[src/rtl/core/chsa_pkg.sv]
//------------------------------------------------------------------------------
// chsa_pkg
// Types, codes and binary32 arithmetic helpers for the hull support unit.
//------------------------------------------------------------------------------
`timescale 1ns / 1ps
`default_nettype none

package chsa_pkg;

  localparam int unsigned FpW = 32;
  localparam logic [FpW-1:0] FpNegInf = 32'hFF80_0000;
  localparam logic [FpW-1:0] FpQNan   = 32'h7FC0_0000;

  typedef enum logic {
    OP_STORE = 1'b0,
    OP_QUERY = 1'b1
  } op_e;

  // Sequencer states.
  typedef enum logic [2:0] {
    ST_IDLE,
    ST_MUL,
    ST_ADD1,
    ST_ADD2,
    ST_CMP,
    ST_OUT
  } state_e;

  // Shared unit operation select.
  typedef enum logic {
    FU_MUL = 1'b0,
    FU_ADD = 1'b1
  } fu_op_e;

  typedef struct packed {
    logic       start;
    fu_op_e     op;
  } fu_ctrl_t;

  function automatic logic fp_is_nan(input logic [31:0] a);
    return (a[30:23] == 8'hFF) && (a[22:0] != 23'd0);
  endfunction

  // a > b in IEEE order; false on NaN.
  function automatic logic fp_gt(input logic [31:0] a, input logic [31:0] b);
    logic a_zero;
    logic b_zero;
    logic res;
    a_zero = (a[30:0] == 31'd0);
    b_zero = (b[30:0] == 31'd0);
    if (fp_is_nan(a) || fp_is_nan(b) || (a_zero && b_zero)) begin
      res = 1'b0;
    end else if (a[31] != b[31]) begin
      res = !a[31];
    end else if (!a[31]) begin
      res = a[30:0] > b[30:0];
    end else begin
      res = a[30:0] < b[30:0];
    end
    return res;
  endfunction

endpackage

`default_nettype wire

[src/rtl/core/chsa_fpu.sv]
//------------------------------------------------------------------------------
// chsa_fpu
// Shared binary32 multiply / add unit, round to nearest even. Two stages:
// stage one aligns or multiplies, stage two normalizes and rounds.
//------------------------------------------------------------------------------
`timescale 1ns / 1ps
`default_nettype none

module chsa_fpu
  import chsa_pkg::*;
(
  input  wire logic        clk_i,
  input  wire logic        rst_ni,
  input  wire fu_ctrl_t    ctrl_i,
  input  wire logic [31:0] a_i,
  input  wire logic [31:0] b_i,
  output logic             done_o,
  output logic [31:0]      res_o
);

  // Stage 1 register: special result or raw sign/exponent/mantissa.
  logic        v1_q;
  logic        spec_q;
  logic [31:0] spec_res_q;
  logic        sgn_q;
  logic signed [10:0] exp_q;   // exponent of bit 49 of mant_q
  logic [49:0] mant_q;         // raw value, sticky folded into bit 0
  logic [31:0] res_q;
  logic        done_q;

  // ---------------- stage 1 ----------------
  logic        s1_spec;
  logic [31:0] s1_spec_res;
  logic        s1_sgn;
  logic signed [10:0] s1_exp;
  logic [49:0] s1_mant;

  always_comb begin
    logic        sa, sb;
    logic [7:0]  ea, eb;
    logic [23:0] ma, mb;
    logic        na, nb, ia, ib, za, zb;
    logic signed [10:0] xa, xb;
    logic [47:0] prod;
    logic [49:0] al, bl, sm;
    logic signed [10:0] xd;
    logic [5:0]  sh;
    logic [49:0] bsh;
    logic        stk;
    logic [49:0] lost;
    sa = a_i[31]; sb = b_i[31];
    ea = a_i[30:23]; eb = b_i[30:23];
    na = fp_is_nan(a_i); nb = fp_is_nan(b_i);
    ia = (ea == 8'hFF) && !na; ib = (eb == 8'hFF) && !nb;
    za = (a_i[30:0] == 31'd0); zb = (b_i[30:0] == 31'd0);
    ma = {(ea != 8'd0), a_i[22:0]};
    mb = {(eb != 8'd0), b_i[22:0]};
    xa = (ea == 8'd0) ? 11'sd1 : $signed({3'b000, ea});
    xb = (eb == 8'd0) ? 11'sd1 : $signed({3'b000, eb});
    s1_spec = 1'b0; s1_spec_res = FpQNan;
    s1_sgn = 1'b0; s1_exp = '0; s1_mant = '0;
    prod = '0; al = '0; bl = '0; sm = '0; xd = '0; sh = '0; bsh = '0;
    stk = 1'b0; lost = '0;
    if (ctrl_i.op == FU_MUL) begin
      s1_sgn = sa ^ sb;
      if (na || nb || (ia && zb) || (ib && za)) begin
        s1_spec = 1'b1; s1_spec_res = FpQNan;
      end else if (ia || ib) begin
        s1_spec = 1'b1; s1_spec_res = {sa ^ sb, 8'hFF, 23'd0};
      end else if (za || zb) begin
        s1_spec = 1'b1; s1_spec_res = {sa ^ sb, 31'd0};
      end else begin
        prod = ma * mb;                      // value = prod * 2^(xa+xb-127-46-127)
        s1_mant = {prod, 2'b00};
        // bit 49 weight: 2^(xa+xb-254+1) relative to unbiased; keep biased form
        s1_exp = xa + xb - 11'sd126;
      end
    end else begin
      if (na || nb || (ia && ib && (sa != sb))) begin
        s1_spec = 1'b1; s1_spec_res = FpQNan;
      end else if (ia) begin
        s1_spec = 1'b1; s1_spec_res = a_i;
      end else if (ib) begin
        s1_spec = 1'b1; s1_spec_res = b_i;
      end else if (za && zb) begin
        s1_spec = 1'b1; s1_spec_res = {sa & sb, 31'd0};
      end else begin
        // operands placed with hidden bit at 48, guard room below
        al = {1'b0, ma, 25'd0};
        bl = {1'b0, mb, 25'd0};
        if ((xa < xb) || ((xa == xb) && (ma < mb))) begin
          {al, bl} = {bl, al};
          {sa, sb} = {sb, sa};
          xd = xb - xa;
          s1_exp = xb + 11'sd1;
        end else begin
          xd = xa - xb;
          s1_exp = xa + 11'sd1;
        end
        sh = (xd > 11'sd49) ? 6'd49 : xd[5:0];
        bsh = bl >> sh;
        lost = bl & ~({50{1'b1}} << sh);
        stk = (lost != '0);
        bsh[0] = bsh[0] | stk;
        sm = (sa == sb) ? (al + bsh) : (al - bsh);
        s1_sgn = sa;
        s1_mant = sm;
        if (sm == '0) begin
          s1_spec = 1'b1; s1_spec_res = 32'd0;   // exact cancel, RNE gives +0
        end
      end
    end
  end

  always_ff @(posedge clk_i or negedge rst_ni) begin
    if (!rst_ni) begin
      v1_q <= 1'b0;
    end else begin
      v1_q <= ctrl_i.start;
    end
  end

  always_ff @(posedge clk_i) begin
    spec_q     <= s1_spec;
    spec_res_q <= s1_spec_res;
    sgn_q      <= s1_sgn;
    exp_q      <= s1_exp;
    mant_q     <= s1_mant;
  end

  // ---------------- stage 2: normalize and round ----------------
  // value = mant_q * 2^(exp_q - 127 - 49 + ...): bit 49 has biased exponent exp_q.
  logic [31:0] s2_res;
  always_comb begin
    logic [5:0]  lz;
    logic        fnd;
    logic signed [11:0] e;
    logic [49:0] m;
    logic [5:0]  rs;
    logic [49:0] lost;
    logic [23:0] keep;
    logic        g, st, inc;
    logic [24:0] rnd;
    lz = '0; fnd = 1'b0; m = '0; rs = '0; lost = '0; keep = '0;
    g = 1'b0; st = 1'b0; inc = 1'b0; rnd = '0; e = '0;
    for (int i = 49; i >= 0; i--) begin
      if (!fnd && mant_q[i]) begin
        fnd = 1'b1;
        lz = 6'(49 - i);
      end
    end
    e = $signed({exp_q[10], exp_q}) - $signed({6'd0, lz});
    m = mant_q << lz;                        // leading one at bit 49
    if (e < 12'sd1) begin                    // subnormal: shift right
      rs = ((12'sd1 - e) > 12'sd50) ? 6'd50 : 6'(12'sd1 - e);
      lost = m & ~({50{1'b1}} << rs);
      m = m >> rs;
      m[0] = m[0] | (lost != '0);
      e = 12'sd0;
    end
    keep = m[49:26];
    g    = m[25];
    st   = (m[24:0] != '0);
    inc  = g && (st || keep[0]);
    rnd  = {1'b0, keep} + {24'd0, inc};
    if (rnd[24]) begin
      e = e + 12'sd1;
      rnd = {1'b0, 1'b1, 23'd0};
    end else if ((e == 12'sd0) && rnd[23]) begin
      e = 12'sd1;                             // subnormal rounded up to normal
    end
    if (e >= 12'sd255) begin
      s2_res = {sgn_q, 8'hFF, 23'd0};
    end else begin
      s2_res = {sgn_q, e[7:0], rnd[22:0]};
    end
    if (spec_q) begin
      s2_res = spec_res_q;
    end
  end

  always_ff @(posedge clk_i or negedge rst_ni) begin
    if (!rst_ni) begin
      done_q <= 1'b0;
    end else begin
      done_q <= v1_q;
    end
  end

  always_ff @(posedge clk_i) begin
    if (v1_q) begin
      res_q <= s2_res;
    end
  end

  assign done_o = done_q;
  assign res_o  = res_q;

endmodule

`default_nettype wire

[config.mk]
export PLATFORM = sky130hd
export DESIGN_NAME = chsa_fpu
export DESIGN_NICKNAME = d
export VERILOG_FILES = /design/src/rtl/core/chsa_pkg.sv /design/src/rtl/core/chsa_fpu.sv
export SDC_FILE = /design/constraint.sdc
export NUM_CORES = 2
export LEC_CHECK = 0
export CAP_MARGIN = 10
export CORE_ASPECT_RATIO = 0.6
export CORE_MARGIN = 1.5
export CORE_UTILIZATION = 50
export DETAILED_ROUTE_END_ITERATION = 10
export DONT_BUFFER_PORTS = 1
export PLACE_DENSITY_LB_ADDON = 0.12
export RECOVER_POWER = 25
export SYNTH_ARGS = -nofsm -noshare
export SYNTH_HDL_FRONTEND = slang
export SYNTH_SLANG_ARGS = --single-unit
[constraint.sdc]
create_clock -name clk_i -period 25.6 [get_ports clk_i]
set_clock_uncertainty 0.05 [all_clocks]
set_input_delay 7.68 -clock clk_i [delete_from_list [all_inputs] [get_ports clk_i]]
set_output_delay 7.68 -clock clk_i [all_outputs]
set_load 0.1 [all_outputs]
After elaboration in Yosys (flattened, before gate mapping) --
Cells that the tools add are included.
Word-level totals: register bits after elaboration 129, input bits 68, output and inout port bits 33, word-level logic and storage cells 358
Operators by class: add/sub/neg operators 12, multipliers 1, magnitude comparators 6, equality and inequality tests 5, shift operators 5, mux-type cells 180, bitwise gates (word level) 8, reductions and logical operators 133
Operator list (number):
- 2-to-1 mux 50 bit | 20
- 2-to-1 mux 6 bit | 50
- 2-to-1 mux 32 bit | 9
- 2-to-1 mux 11 bit | 10
- bitwise AND 50 bit | 2
- NOT 50 bit | 2
- nonzero test 50 bit | 2
- left shift 50 x 6 -> 50 bit, first input constant | 2
- right shift 50 x 6 -> 50 bit | 2
- 2-to-1 mux 49 bit | 2
- 2-to-1 mux 1 bit | 76
- logical NOT 31 bit | 2
- 2-to-1 mux 31 bit | 2
- logical AND 1 bit | 61
- logical NOT 1 bit | 51
- adder 50 bit | 1
- logical NOT 50 bit | 1
- left shift 50 x 6 -> 50 bit | 1
- subtractor 50 bit | 1
- multiplier 24 x 24 -> 48 bit | 1
- nonzero test 23 bit | 2
- 2-to-1 mux 9 bit | 5
- 2-to-1 mux 12 bit | 3
- adder 24 x 1 -> 25 bit | 1
- other kinds (27) | 41

Depth between registers and ports, before layout --
depth after elaboration 168, gate-level depth with buffers 54, gate-level depth less buffers 48

Worst setup path before layout --
Ideal clock, no wire load.
kind in2reg, start in a_i[23], end reg spec_res_q[23], library setup time 0.137 ns, arrival 18.476 ns, data required time 25.413 ns, setup slack 6.937 ns, cell stages on the path 52, path buffers 6, path through nor4_1 nand2_1 nand2b_1 inv_1 ha_1 o21bai_1 o21ai_1 a21oi_1 a311oi_2 a211oi_1 buf_2 a211oi_1 a211o_1 buf_6 o21a_1 buf_4 o21ai_4 buf_4 [16 not listed] nor2b_1 o21a_1 o41ai_1 o21ai_0 o41ai_1 o21ai_0 or4_1 a31o_2 a21oi_1 xnor2_1 or4_1 nor4_1 and4b_1 nand4_1 nor4b_4 nand2_2 a21oi_4 a31oi_1
Between the ends: longest elaborated chain between the ends 27, elaborated cells between the ends (all ways) 78, classes of those cells 4 x add/sub; 3 x order compare; 3 x eq/ne; 2 x shift; 42 x mux; 3 x bitwise; 21 x reduce/logical
Ends and longest elaborated chain:
- from (decl) | RTL line chsa_fpu.sv:15 | input wire logic [31:0] a_i,
- branches (longest 26 deep; another with < comparator 24 bit)
- 2-to-1 mux 32 bit * | RTL line chsa_fpu.sv:64 | if (ctrl_i.op == FU_MUL) begin
- net s1_spec_res[23] | RTL line chsa_fpu.sv:33 | logic [31:0] s1_spec_res;
- to (signal assigned) | RTL line chsa_fpu.sv:125 | spec_res_q <= s1_spec_res;
- to (decl) | RTL line chsa_fpu.sv:24 | logic [31:0] spec_res_q;
Mark *: on every way through the listed nets, which the timed path passes. The select of a mux whose other input is x is not followed. A chain may end at the register's enable or synchronous reset.

Worst setup path after layout --
start in a_i[29], end reg spec_res_q[30]
Same word-level chain as after synthesis.

==> impl_metrics.py <==
metrics = {
    "final_layout": {
        "synthToLayoutAreaGrowth_pct": 3.19,
        "drive_gt1_frac": 0.0634,
        "fillers": 8200,
        "final_nets": 6258,
    },
    "die": {
        "ios": 101,
        "start_util": 0.508,
        "die_h_um": 229,
        "die_w_um": 380,
        "core-area_um2": 84000,
        "dieArea_um2": 87200,
        "fp-row-count": 82,
    },
    "cts": {
        "hold_buffers": 0,
        "postCtsResizedCells": 0,
        "htree_levels": 4,
        "clock_latency_ns": 0.47,
        "postCtsSetupBuffers": 0,
        "numCtsBuffers": 17,
        "root_buffer": "clkbuf_16",
        "cts_tree": "built",
        "path_clk_slew_ns": 0.07,
        "clock_sinks": 128,
        "cts_max_path_buffers": 2,
    },
    "yosys": {
        "syn_area_um2": 42700,
        "synth_top_area_frac": 0.228,
        "yosys.area.top_type": "fa_1",
        "yosysUniqueCellTypes": 136,
        "ys_seq_elements": 128,
        "ys.warnings.count": 0,
        "synth_edf_count": 32,
        "async_flop_share": 0.0156,
        "seq_area_frac_synth": 0.0678,
        "syn_inst": 5660,
        "synth.area.top_cells": "fa_1 23%, ha_1 8.5%, nand2_1 7.2%, inv_1 5.4%, dfxtp_1 4.4%",
        "synth-main-ff-cell": "dfxtp_1",
        "synth_area_per_cell_um2": 7.54,
    },
    "setup_path": {
        "crit_arrival_ns": 22.56,
        "crit_path_start_kind": "input port",
        "setup.worst_path.end_class": "register",
        "worstPathMaxFanout": 36,
        "slowest_stage": "o21a_1",
        "cpPeakStageDelay_ns": 0.88,
        "crit_required_ns": 25.84,
        "worstSetupPathType": "input port to register",
    },
    "global_route": {
        "antenna_found_initial": 7,
        "grt_pass1_vias": 43100,
        "grt_pass1_wl_mm": 296,
        "grt_max_degree": 64,
        "gr-total-overflow": 0,
        "track_usage": 0.456,
    },
    "timing": {
        "relSlewSlack": -0.254,
        "final-setup-viol-count": 0,
        "finalSetupTns_ns": 0,
        "hold_viol": 0,
        "final_max_slew_viol_count": 80,
        "rsz0062_at_grt": "false",
        "max_freq_mhz": 44.8,
        "post-route-min-period_ns": 22.32,
        "period_share": 0.872,
        "worstMarginPinSlew_ns": 1.88,
    },
    "placement": {
        "gp_congestion": 1.18,
        "port_buffers": 0,
        "dpl.hpwl_mm": 160,
    },
    "route": {
        "wl_per_cell_um": 30.7,
        "finalWirelength_mm": 202,
        "drc_errors": 2,
        "postRouteAntennaNets": 0,
        "drt-vias-per-instance": 6.95,
        "drt_iter0_drc": 7115,
        "dr_total_vias": 45600,
        "dr.pass1.iters": 11,
    },
    "run": {
        "drv_cap": 4,
    },
    "outcome": {
        "outcome": "finished, violations left",
        "violations": "design-rule violations, max-capacitance violations, max-slew violations",
    },
    "hold_path": {
        "hold_path_class": "register to register",
    },
}
-- worst max-delay path, delay by kind of cell --
kind            cells  cell delay, ns
simple gates       16            5.24
buf+inv             4            0.69
mux                 1            0.38
xor+xnor            2            0.41
fa+ha+maj           3            0.72
compound gates     21            7.39
-- final timing paths --
kind | from | endpoint | slack (ns) | cells after the start
worst max-delay path | a_i[29] | spec_res_q[30] | 3.28 | 47
worst min-delay path | v1_q | done_o | 0.33 | 0
worst max register to register | mant_q[38] | res_o[7] | 10.27 | 40
worst min register to register | v1_q | done_o | 0.33 | 0
max in group asynchronous | rst_ni | done_o | 18.58 | 0
min in group asynchronous | rst_ni | v1_q | 6.86 | 0
-- logic make-up after synthesis --
family / Yosys count / synth area share
adder cells (fa/ha/maj): 776 / 0.313
buffers and inverters: 1020 / 0.0946
flip-flops: 128 / 0.0678
other: 1 / 0.0000879
AND/OR/NAND/NOR: 2089 / 0.240
AO/OA/AOI/OAI: 1380 / 0.224
multiplexers: 116 / 0.0296
XOR/XNOR: 150 / 0.0308
-- state kept, by name (all words and copies together), names as in the netlist --
register    count
spec_res_q     32
spec_q          1
res_o          32
sgn_q           1
exp_q          10
v1_q            1
done_o          1
mant_q         50
-- area by class of cell --
class / count / area [um2] / share of cell area
multi-input combinational: 4533 / 35900 / 0.816
sequential: 128 / 2890 / 0.0657
inverter: 617 / 2320 / 0.0526
tap: 1134 / 1420 / 0.0322
timing repair buffer: 117 / 868 / 0.0197
clock buffer: 17 / 425 / 0.00966
clock inverter: 15 / 156 / 0.00355
antenna: 3 / 7.51 / 0.000170
-- cell usage in the layout, fill, tap and decap left out, types with 38 or more instances in the layout --
master / synthesis / routed
nand2_1: 818 / 818
inv_1: 612 / 612
fa_1: 487 / 487
nor2_1: 315 / 310
ha_1: 289 / 288
a21oi_1: 263 / 263
o21ai_0: 263 / 263
and2_1: 215 / 215
nand3_1: 204 / 204
nor3_1: 119 / 119
buf_4: 13 / 114
dfxtp_1: 94 / 94
mux2i_1: 83 / 82
a31oi_1: 80 / 80
xnor2_1: 78 / 78
a211oi_1: 74 / 72
xor2_1: 72 / 72
o22ai_1: 70 / 70
nor4_1: 67 / 61
nand4_1: 57 / 57
o211ai_1: 57 / 57
or3_1: 52 / 52
a21o_1: 50 / 50
o31ai_1: 45 / 45
o41ai_1: 38 / 38
a22oi_1: 38 / 38
-- per-stage QoR --
step	area, um2	hold slack (ns)	cells	setup slack, ns	util
3_5_place_dp	43400	0.316	6528	3.49	0.517
6_report	44000	0.333	6564	3.28	0.524
4_1_cts	44000	0.337	6560	3.89	0.524
3_3_place_gp	43400	0.317	6528	3.59	0.517
2_1_floorplan	42800	0.427	5681	6.94	-
5_1_grt	44000	0.344	6564	2.57	0.524
-- per-layer routing --
metal,GRT usage,share of wire,routed length (um)
met1,0.674,0.44,88900
met2,0.517,0.33,66500
met3,0.306,0.20,40700
met4,0.0884,0.024,4800
met5,0.0577,0.0042,839
-- Yosys cell counts (15+ instances only) --
cell / number
dfxtp_1: 94
o211ai_1: 57
or3_1: 52
o221ai_1: 29
a32oi_1: 15
a21o_1: 50
nor4_1: 67
buf_2: 55
o2111ai_1: 23
inv_1: 612
a31oi_1: 80
buf_1: 31
a31o_2: 19
nor2b_1: 30
fa_1: 487
nand2b_1: 30
o21a_1: 24
or4_1: 24
o31ai_1: 45
clkbuf_1: 291
mux2i_1: 83
xnor2_1: 78
nand2_1: 818
nand3_1: 204
a21oi_1: 263
a22oi_1: 38
o41ai_1: 38
nor2_1: 315
o21ai_0: 263
edfxtp_1: 32
a221oi_1: 17
nand4_1: 57
o22ai_1: 70
mux2_2: 25
and3_1: 36
a22o_1: 20
a211o_1: 19
and2_1: 215
xor2_1: 72
a211oi_1: 74
ha_1: 289
nor3_1: 119
or2_2: 24
o21ai_1: 27
Power is not shown: default switching activity piles up to over one toggle a cycle in this logic, so the estimate is an artifact.
